--- src/rtl/mmcc_pkg.sv ---
// Package for the magic multiplier collision check.
// Holds table sizing, shift, epoch, queue and result FIFO constants, the queue
// entry and status types and the back-end state type. No dependencies.
package mmcc_pkg;

  // Mark table (power of two; the index is the low bits of the shifted product)
  localparam int TABLE_ENTRIES = 4096;
  localparam int IDX_W         = $clog2(TABLE_ENTRIES);

  // Bitboard and multiplier split
  localparam int DATA_W = 64;
  localparam int HALF_W = DATA_W / 2;

  // Shift register
  localparam int                SHIFT_W     = 6;
  localparam logic [SHIFT_W-1:0] SHIFT_RESET = 6'd52;

  // Epoch tags: tag 0 means cleared, live epochs run 1..EPOCH_MAX
  localparam int                 EPOCH_W     = 8;
  localparam logic [EPOCH_W-1:0] EPOCH_MAX   = {EPOCH_W{1'b1}};
  localparam logic [EPOCH_W-1:0] EPOCH_FIRST = EPOCH_W'(1);
  localparam logic [EPOCH_W-1:0] EPOCH_CLEAR = '0;

  // Queue between front and back
  localparam int Q_DEPTH  = 8;
  localparam int Q_PTR_W  = $clog2(Q_DEPTH);
  localparam int Q_CNT_W  = $clog2(Q_DEPTH + 1);

  // Result FIFO in the back end
  localparam int OUT_DEPTH = 4;
  localparam int OUT_PTR_W = $clog2(OUT_DEPTH);
  localparam int OUT_CNT_W = $clog2(OUT_DEPTH + 1);

  // Classified item handed from front to back
  typedef struct packed {
    logic             first;
    logic             last;
    logic             attack_nz;
    logic [IDX_W-1:0] idx;
  } q_entry_t;

  // Queue status seen by front and back
  typedef struct packed {
    logic               empty;
    logic [Q_CNT_W-1:0] count;
  } q_status_t;

  typedef enum logic [1:0] {
    BK_SWEEP,
    BK_RUN,
    BK_WAIT
  } back_state_t;

endpackage

--- src/rtl/mmcc_queue.sv ---
// Short FIFO of classified items between front and back.
// Push is never issued when full (front holds credit).
// Depends on mmcc_pkg.
module mmcc_queue import mmcc_pkg::*; (
  input  logic      clk,
  input  logic      rst,
  input  logic      push,
  input  q_entry_t  push_entry,
  input  logic      pop,
  output q_entry_t  head,
  output q_status_t q_st
);

  q_entry_t           entries [Q_DEPTH];
  logic [Q_PTR_W-1:0] wr_ptr, rd_ptr;
  logic [Q_CNT_W-1:0] count;

  // pointers and fill count
  always_ff @(posedge clk) begin
    if (rst) begin
      wr_ptr <= '0;
      rd_ptr <= '0;
      count  <= '0;
    end else begin
      if (push) wr_ptr <= wr_ptr + 1'b1;
      if (pop)  rd_ptr <= rd_ptr + 1'b1;
      unique case ({push, pop})
        2'b10:   count <= count + 1'b1;
        2'b01:   count <= count - 1'b1;
        default: count <= count;
      endcase
    end
  end

  // storage
  always_ff @(posedge clk) begin
    if (push) entries[wr_ptr] <= push_entry;
  end

  assign head       = entries[rd_ptr];
  assign q_st.count = count;
  assign q_st.empty = (count == '0);

endmodule

--- config.mk ---
export PLATFORM = sky130hd
export DESIGN_NAME = mmcc_queue
export DESIGN_NICKNAME = d
export VERILOG_FILES = /design/src/rtl/mmcc_pkg.sv /design/src/rtl/mmcc_queue.sv
export SDC_FILE = /design/constraint.sdc
export NUM_CORES = 1
export LEC_CHECK = 0
export ABC_AREA = 0
export BUFFER_PORTS_ARGS = -buffer_cell sky130_fd_sc_hd__buf_2
export CAP_MARGIN = 10
export CELL_PAD_IN_SITES_DETAIL_PLACEMENT = 1
export CELL_PAD_IN_SITES_GLOBAL_PLACEMENT = 1
export CORE_MARGIN = 2
export CORE_UTILIZATION = 35
export CTS_CLUSTER_DIAMETER = 30
export DETAILED_ROUTE_END_ITERATION = 7
export HOLD_SLACK_MARGIN = 0.03
export PLACE_DENSITY = 0.62
export SKIP_LAST_GASP = 1
export SLEW_MARGIN = 5
export SYNTH_ARGS = -nofsm -noshare
export SYNTH_HDL_FRONTEND = slang
export SYNTH_SLANG_ARGS = --single-unit
--- constraint.sdc ---
create_clock -name clk -period 3.3 [get_ports clk]
set_input_delay 0.495 -clock clk [delete_from_list [all_inputs] [get_ports clk]]
set_output_delay 0.495 -clock clk [all_outputs]
set_load 0.05 [all_outputs]
==> impl_metrics.yaml, run 1 <==
timing:
  rsz0062_at_grt: "no"
  slew-limit-headroom_pct: 56.8
  final_hold_viol_count: 0
  setup_violations: 0
  fin_skew_ns: 0.00621
  worstMarginPinSlew_ns: 0.646
  period_needed_ns: 2.69
  fmax_ghz: 0.372
  setup-tns-final_ns: 0
  drv_slew: 0
  fin_crit_sh_pct: 81.4
final_layout:
  utilization_pct: 42.7
  final_cell_mix: "120 x edfxtp_1, 38 x buf_2, 30 x mux4_1"
  nets: 329
  final_common_cell: "edfxtp_1"
  area_growth_pct: 18.8
  drive_above_1_share_pct: 30.0
  diodes: 0
clocking:
  cts_max_level: 4
  cts_resized: 0
  cts_tree: "built"
  cts-hold-fix-buffers: 0
  cts_root_buf: "clkbuf_16"
  cts.clk_slew.worst_paths_ns: 0.05
  post-cts-setup-buffers: 0
  cts.sinks: 133
  cts_buffers: 17
  cts_buffer_depth: 2
  clkLatencyLatePin_ns: 0.41
drt:
  wl_per_cell_um: 20.3
  vias: 2510
  ant_nets: 0
  first_pass_iters: 4
  drc: 0
  via_per_inst: 5.01
  dr.first_iter.drc_count: 176
  totalWireLength_mm: 10.2
place:
  dp_hpwl_mm: 6.35
  io_buffers: 38
  place_congestion: 0.693
power_and_ir_drop:
  power.leakage_nw: 2.17
  p_int_w: 0.00299
  comb_power_share_pct: 11.6
  seqPwrFrac_pct: 48.8
  power_per_cell_area_nw_per_um2: 634
  p_clk_share_pct: 39.6
  peakVddDrop_mv: 0.328
  switching_share_pct: 24.2
  switchingPower_w: 0.000954
grt:
  grt_pass1_vias: 2748
  track_usage_pct: 13.9
  grt_max_degree: 21
  gr-total-overflow: 0
  antenna_found_initial: 0
  grt_pass1_wl_mm: 16.0
synthesis:
  async_flop_share_pct: 0
  synth_ff_type: "edfxtp_1"
  synth_top_area_share_pct: 68.7
  netlist_area_um2: 5240
  yosys.area.top_type: "edfxtp_1"
  synth_edf_count: 120
  ys_seq_area_share_pct: 73.7
  ys_top_cells_by_area: "edfxtp_1 69%, mux4_1 15%, dfxtp_1 5.0%"
  ys_ff_latch: 133
  synthCells: 242
  synth_cell_types: 27
  yosys_warnings: 0
  synth.avg_cell_area_um2: 21.7
  synth_fp_nets: 266
setup_path:
  cp_slowest_cell: "dfxtp_1"
  crit_required_ns: 2.80
  arrival_ns: 2.19
  endpoint_kind: "primary output"
  startpoint_type: "flip-flop"
  crit_chain: "buf_12 > mux4_1 > mux2_2 > buf_2"
  crit_family: "flip-flops"
  worstSetupPathType: "flip-flop to primary output"
  path_buf_inv: 2
  crit_fanout: 20
  critPathMaxStageDelay_ns: 0.69
floorplanning:
  ios: 39
  fp.dieH_um: 126
  die-area_um2: 16000
  start_util_pct: 35.9
  rows: 44
  core_um2: 14600
  die_w_um: 126
min_path:
  hold_path_class: "input port to flip-flop"
outcome:
  status: "complete, no violations"
flow_run:
  drv_cap: 0
stage by stage:
stage          area, um2  instances  hold slack, ns  power, W  setup slack (ns)
5_1_grt             6230        501           0.349   0.00409             0.514
3_3_place_gp        5740        470           0.502   0.00241              1.07
2_1_floorplan       5240        242           0.485   0.00229             0.668
3_5_place_dp        5740        470           0.524   0.00243              1.03
4_1_cts             6230        501           0.332   0.00400             0.570
6_report            6230        501           0.347   0.00395             0.614
flip-flops by register name (all words and copies together), names as in the netlist, named ones only:
register	cells
entries	120
count	4
rd_ptr	3
wr_ptr	3
area by class of cell:
class	count	area, um2
timing repair buffer	54	323
multi-input combinational	98	1320
tap	184	230
clock buffer	23	448
sequential	133	3860
fill	1369	8360
clock inverter	8	36.3
inverter	1	3.75
cell usage after synthesis (2+ instances only):
| cell type | number |
|---|---|
| a21oi_1 | 2 |
| dfxtp_1 | 13 |
| nor2_1 | 16 |
| nor3_1 | 3 |
| clkbuf_1 | 4 |
| nand2_1 | 5 |
| mux2_2 | 16 |
| buf_6 | 3 |
| nand2b_1 | 3 |
| xnor2_1 | 2 |
| mux4_1 | 30 |
| mux2i_1 | 3 |
| ha_1 | 5 |
| edfxtp_1 | 120 |
| xor2_1 | 5 |
power by group through the flow:
| stage | clock [W] | combinational [W] | sequential, W |
|---|---|---|---|
| floorplan | 0 | 0.000317 | 0.00197 |
| finish | 0.00156 | 0.000458 | 0.00193 |
| global placement | 0 | 0.000458 | 0.00195 |
| CTS | 0.00161 | 0.000468 | 0.00193 |
| detailed placement | 0 | 0.000467 | 0.00196 |
| global route | 0.00167 | 0.000491 | 0.00193 |
logic make-up (layout without fill, tap and decap cells):
group | Yosys count | in the layout | share of synthesized area (%)
compound gates | 5 | 5 | 0.764
xor+xnor | 7 | 7 | 1.17
buf+inv | 11 | 86 | 1.26
fa+ha+maj | 5 | 5 | 1.19
simple gates | 31 | 31 | 2.67
flops | 133 | 133 | 73.7
mux | 50 | 50 | 19.3
worst paths after layout:
kind | startpoint | to | slack (ns) | cells after the start
setup / recovery | flip-flop | head[13] | 0.61 | 4
hold / removal | push_entry[11] | entries[5][11] | 0.35 | 1
setup reg to reg | wr_ptr[0] | entries[7][8] | 1.48 | 3
hold reg to reg | rd_ptr[2] | flip-flop | 0.53 | 2
per-layer routing:
layer	GRT usage [%]	share of wire [%]	vias up	routed length (um)
met5	0	0	-	0
met4	5.24	1.6	0	159
met3	4.39	4.5	13	458
met2	22.5	49	50	5040
met1	17.7	44	1305	4530
li1	-	-	1142	-
Power figures use the tool's default switching activity.
==> run 2: changes to the inputs <==
--- a/config.mk
+++ b/config.mk
@@ -5,7 +5,7 @@
 export SDC_FILE = /design/constraint.sdc
 export NUM_CORES = 1
 export LEC_CHECK = 0
-export ABC_AREA = 0
+export ABC_AREA = 1
 export BUFFER_PORTS_ARGS = -buffer_cell sky130_fd_sc_hd__buf_2
 export CAP_MARGIN = 10
 export CELL_PAD_IN_SITES_DETAIL_PLACEMENT = 1
@@ -15,7 +15,7 @@
 export CTS_CLUSTER_DIAMETER = 30
 export DETAILED_ROUTE_END_ITERATION = 7
 export HOLD_SLACK_MARGIN = 0.03
-export PLACE_DENSITY = 0.62
+export PLACE_DENSITY = 0.66
 export SKIP_LAST_GASP = 1
 export SLEW_MARGIN = 5
 export SYNTH_ARGS = -nofsm -noshare
==> constraint.sdc (replaced) <==
create_clock -name clk -period 2.6 [get_ports clk]
set_input_delay 0.39 -clock clk [delete_from_list [all_inputs] [get_ports clk]]
set_output_delay 0.39 -clock clk [all_outputs]
set_load 0.05 [all_outputs]
==> run 2 against run 1 <==
Highest routed layer unchanged. Final cell count up 36%. Critical path depth up 4. Via count up 39%. Clock skew up 0.0010 ns. Critical endpoint is now head[6]. Synthesized cell count up 75%. Area after synthesis up 1.7%. Global-route usage up 2.4 points. Flip-flop and latch count unchanged. Total power up 36%.
==> impl_metrics.yaml, run 2 <==
synthesis:
  synth.most_common_cell: "edfxtp_1"
  synth_top_area_share_pct: 67.6
  yosys_warnings: 0
  synth_top_family_by_area: "simple AND/OR/NAND/NOR gates"
  ys_top_cells_by_area: "edfxtp_1 68%, nor2_1 5.4%, dfxtp_1 4.9%"
  synthCells: 424
  yosys.area.top_type: "edfxtp_1"
  synth.avg_cell_area_um2: 12.6
  synthAdderAreaFrac_pct: 1.17
  async_flop_share_pct: 0
  synth_edf_count: 120
  synth_commonest_cells: "120 x edfxtp_1, 77 x nor2_1, 61 x nand2_1"
  synth-simple-area-share_pct: 10.7
  ys_seq_area_share_pct: 72.4
  synthMuxAreaShare_pct: 2.81
  synth_cell_types: 28
  synth_fp_nets: 448
  ys_ff_latch: 133
  synthXorXnorAreaFrac_pct: 0.657
  netlist_area_um2: 5330
  synth_compound_area_share_pct: 8.42
  synth_ff_type: "edfxtp_1"
grt:
  antenna_found_initial: 0
  grt_pass1_vias: 3820
  track_usage_pct: 16.3
  grt_pass1_wl_mm: 19.8
  gr-total-overflow: 0
  grt_max_degree: 61
setup_path:
  cp_slowest_cell: "dfxtp_2"
  crit_required_ns: 2.21
  endpoint_kind: "primary output"
  crit_fanout: 28
  r2r_setup_slack_ns: 1.20
  crit_chain: "buf_6 > nor2_1 > nor2_1 > o21ai_1 > o21ai_1 > nand2_1 > nand2_1 > buf_2"
  worstSetupPathType: "flip-flop to primary output"
  startpoint_type: "flip-flop"
  arrival_ns: 2.04
  critPathMaxStageDelay_ns: 0.53
floorplanning:
  fp.dieH_um: 127
  ios: 39
  start_util_pct: 35.5
  die_w_um: 127
  core_um2: 15000
  die-area_um2: 16200
  rows: 45
power_and_ir_drop:
  p_int_w: 0.00405
  comb_power_share_pct: 12.1
  finalPower_w: 0.00537
  p_clk_share_pct: 42.7
  seqPwrFrac_pct: 45.2
  switching_share_pct: 24.6
  power_per_cell_area_nw_per_um2: 845
  power.leakage_nw: 2.32
  switchingPower_w: 0.00132
  peakVddDrop_mv: 0.438
place:
  place_congestion: 0.719
  dp_hpwl_mm: 7.73
  dp_cells: 648
  io_buffers: 38
  post_dp_cell_area_um2: 5770
final_layout:
  largestRegisters: "entries x120, count x4"
  stdcell_count: 679
  diodes: 0
  regArea_um2: 3860
  final_common_cell: "edfxtp_1"
  fillers: 1577
  final_cell_mix: "120 x edfxtp_1, 77 x nor2_1, 61 x nand2_1"
  multi_input_area_um2: 1270
  largest_register_ffs: 120
  top_register: "entries"
  area_growth_pct: 19.0
  stdcell_area_um2: 6350
  drive_above_1_share_pct: 17.9
  nets: 503
clocking:
  cts_max_level: 4
  cts.sinks: 133
  cts_buffers: 17
  cts_root_buf: "clkbuf_16"
  cts-hold-fix-buffers: 0
  clkLatencyLatePin_ns: 0.41
  cts_buffer_depth: 2
  cts.clk_slew.worst_paths_ns: 0.05
  cts_tree: "built"
timing:
  drv_slew: 0
  fmax_ghz: 0.411
  fin_crit_sh_pct: 93.5
  rsz0062_at_grt: "yes"
  worstMarginPinSlew_ns: 0.666
  setup_violations: 0
  final_hold_viol_count: 0
  slew-limit-headroom_pct: 55.6
  period_needed_ns: 2.43
  fin_skew_ns: 0.00726
drt:
  totalWireLength_mm: 12.3
  wl_per_cell_um: 18.1
  vias: 3485
  first_pass_iters: 4
  ant_nets: 0
  drc: 0
  via_per_inst: 5.13
  dr.first_iter.drc_count: 175
flow_run:
  drv_cap: 0
min_path:
  hold_path_class: "input port to flip-flop"
outcome:
  status: "complete, no violations"
run 2: cell types whose count changed after synthesis, moves of 6 or more:
cell / delta
buf_4: +6
mux4_1: -30
mux2_2: -16
mux2i_1: +12
buf_2: +7
o22ai_1: +15
o21ai_1: +34
nor2_1: +61
inv_1: +11
o21ai_0: +27
nand2_1: +56
run 2: layout make-up:
| cell class | instances | share of cell area, % |
|---|---|---|
| Sequential cell | 133 | 60.9 |
| Tap cell | 188 | 3.70 |
| Clock inverter | 13 | 2.21 |
| Multi-Input combinational cell | 256 | 19.9 |
| Inverter | 13 | 0.847 |
| Timing Repair Buffer | 58 | 5.67 |
| Clock buffer | 18 | 6.76 |
run 2: cells by family after synthesis:
group | after synthesis
compound gates | 85
xor+xnor | 4
fa+ha+maj | 5
buf+inv | 35
flops | 133
mux | 15
simple gates | 147
run 2: power groups by stage:
stage	clock network [W]	registers, W	logic, W
4_1_cts	0.00234	0.00243	0.000658
5_1_grt	0.00242	0.00243	0.000716
3_3_place_gp	0	0.00247	0.000630
3_5_place_dp	0	0.00247	0.000652
2_1_floorplan	0	0.00249	0.000459
6_report	0.00229	0.00243	0.000649
run 2: repair_timing:
item / in CTS / in global routing
setup endpoints to repair: 0 / 11
resized for setup: 0 / 2
setup buffers: 0 / 0
run 2: per-layer routing:
layer  wire, um  vias up  share of wire [%]  track usage (%)
met5          0        -                  0                0
met4        169        0                1.4             5.62
met2       6630       49                 54             30.6
li1           -     1615                  -                -
met1       5120     1807                 42             17.9
met3        386       14                3.1             3.94
run 2: final timing paths:
check	startpoint	end	depth (start not counted)
max	flip-flop	head[6]	8
min reg2reg	wr_ptr[0]	wr_ptr[0]	2
min	push_entry[10]	entries[4][10]	1
max reg2reg	wr_ptr[0]	entries[6][3]	3
run 2: critical path, delay by kind of cell (launching register included):
| kind | cells | cell delay, ns |
|---|---|---|
| DFF | 1 | 0.53 |
| and+or+nand+nor | 4 | 0.34 |
| AOI/OAI and AO/OA | 2 | 0.21 |
| buffers and inverters | 2 | 0.56 |
run 2: metrics by stage:
stage / setup TNS (ns) / hold slack [ns] / worst slack [ns] / util (%)
6_report: 0 / 0.254 / 0.170 / 42.2
5_1_grt: -0.0127 / 0.256 / -0.0127 / 42.2
4_1_cts: 0 / 0.232 / 0.0200 / 42.2
3_5_place_dp: 0 / 0.493 / 0.499 / 38.4
3_3_place_gp: 0 / 0.478 / 0.562 / 38.4
2_1_floorplan: 0 / 0.470 / 0.101 / -
==> run 3: changes to the inputs <==
--- a/config.mk
+++ b/config.mk
@@ -11,11 +11,12 @@
 export CELL_PAD_IN_SITES_DETAIL_PLACEMENT = 1
 export CELL_PAD_IN_SITES_GLOBAL_PLACEMENT = 1
 export CORE_MARGIN = 2
-export CORE_UTILIZATION = 35
+export CORE_UTILIZATION = 49
 export CTS_CLUSTER_DIAMETER = 30
+export CTS_CLUSTER_SIZE = 28
 export DETAILED_ROUTE_END_ITERATION = 7
 export HOLD_SLACK_MARGIN = 0.03
-export PLACE_DENSITY = 0.66
+export PLACE_DENSITY = 0.85
 export SKIP_LAST_GASP = 1
 export SLEW_MARGIN = 5
 export SYNTH_ARGS = -nofsm -noshare
==> run 3 against run 2 <==
Final cell count decreased by 7.8%. Clock skew about the same. Flip-flop and latch count stayed put. Global-route usage grew 7.7 points. Critical path depth did not move. Worst setup slack got worse by 0.051 ns. Die area down 28%. Largest power group unchanged.
==> impl_metrics.yaml, run 3 (synthesis results as in run 2) <==
outcome:
  status: "complete, no violations"
timing:
  fin_crit_sh_pct: 95.4
  setup-tns-final_ns: 0
  slew-limit-headroom_pct: 53.4
  fmax_ghz: 0.403
  hold_ws_ns: 0.140
  worstMarginPinSlew_ns: 0.699
  rsz0062_at_grt: "no"
  setup_violations: 0
  period_needed_ns: 2.48
  fin_skew_ns: 0.00763
  drv_slew: 0
  final_hold_viol_count: 0
clocking:
  clkLatencyLatePin_ns: 0.52
  cts-hold-fix-buffers: 0
  cts_buffers: 17
  cts.sinks: 133
  cts_max_level: 4
  cts_tree: "built"
  cts_buffer_depth: 2
  cts.clk_slew.worst_paths_ns: 0.06
  cts_root_buf: "clkbuf_8"
setup_path:
  crit_family: "flip-flops"
  arrival_ns: 2.09
  endpoint_kind: "primary output"
  worstSetupPathType: "flip-flop to primary output"
  cp_slowest_cell: "dfxtp_4"
  crit_required_ns: 2.21
  cp.depth: 8
  crit_fanout: 18
  critPathMaxStageDelay_ns: 0.50
  path_buf_inv: 2
  rr_worst_depth: 8
  startpoint_type: "flip-flop"
  crit_chain: "buf_6 > nor2_1 > nor2_1 > o21ai_1 > o21ai_1 > nand2_1 > nand2_1 > buf_2"
final_layout:
  multi_input_area_um2: 1270
  nets: 497
  diodes: 0
  drive_above_1_share_pct: 17.5
  stdcell_area_um2: 6280
  fillers: 1092
  area_growth_pct: 17.8
  regArea_um2: 3870
  final_cell_mix: "120 x edfxtp_1, 77 x nor2_1, 61 x nand2_1"
  utilization_pct: 58.5
  top_register: "entries"
  largestRegisters: "entries x120, count x4"
  largest_register_ffs: 120
  final_common_cell: "edfxtp_1"
floorplanning:
  start_util_pct: 49.6
  die_w_um: 108
  fp.dieH_um: 108
  ios: 39
  rows: 38
  die-area_um2: 11700
  core_um2: 10700
drt:
  first_pass_iters: 5
  via_per_inst: 5.57
  wl_per_cell_um: 21.1
  dr.first_iter.drc_count: 198
  drc: 0
  totalWireLength_mm: 13.2
  vias: 3489
  ant_nets: 0
power_and_ir_drop:
  peakVddDrop_mv: 0.386
  power_per_cell_area_nw_per_um2: 868
  power.leakage_nw: 2.31
grt:
  grt_pass1_wl_mm: 20.2
  track_usage_pct: 23.9
  grt_pass1_vias: 3718
  antenna_found_initial: 0
  gr-total-overflow: 0
  grt_max_degree: 61
place:
  dp_hpwl_mm: 7.25
  io_buffers: 38
  place_congestion: 0.724
  post_dp_cell_area_um2: 5670
flow_run:
  drv_cap: 0
min_path:
  min_path_cells: 1
  hold_path_class: "input port to flip-flop"
run 3: metal layers:
layer	GRT usage (%)	share of wire, %	vias to the layer above
li1	-	-	1608
met1	28.4	39	1743
met2	41.8	52	101
met3	4.70	4.7	37
met4	11.6	3.4	0
met5	0	0	-
run 3: where the power goes:
part	switching [W]	internal, W	leakage (nW)
Clock	0.000853	0.00150	0.298
Combinational	0.000486	0.000175	0.816
Sequential	0.0000410	0.00239	1.20
run 3: path summary, 6_finish.rpt:
kind	startpoint	endpoint	slack, ns
worst max-delay path	flip-flop	head[1]	0.12
worst min register to register	wr_ptr[0]	wr_ptr[0]	0.51
worst min-delay path	push_entry[5]	entries[6][5]	0.14
worst max register to register	count[1]	count[2]	1.09
run 3: timing repair:
action / CTS / global route
setup endpoints to repair: 7 / 3
endpoints found under the hold margin: 0 / 0
pin swaps: 0 / 0
resized for setup: 1 / 2
setup buffers: 0 / 0
gates cloned: 0 / 0
run 3: final cells by class:
cell class	count	share of cell area, %
sequential	133	61.6
clock inverter	4	0.378
clock buffer	28	9.24
timing repair buffer	52	5.02
inverter	13	0.856
multi-input combinational	256	20.2
tap	140	2.79
run 3: metrics by stage:
stage | instances | worst slack, ns | power, W
finish | 626 | 0.119 | 0.00545
CTS | 626 | 0.00955 | 0.00548
global route | 626 | 0.0238 | 0.00562
floorplan | 424 | 0.101 | 0.00295
global placement | 594 | 0.623 | 0.00308
detailed placement | 594 | 0.494 | 0.00312
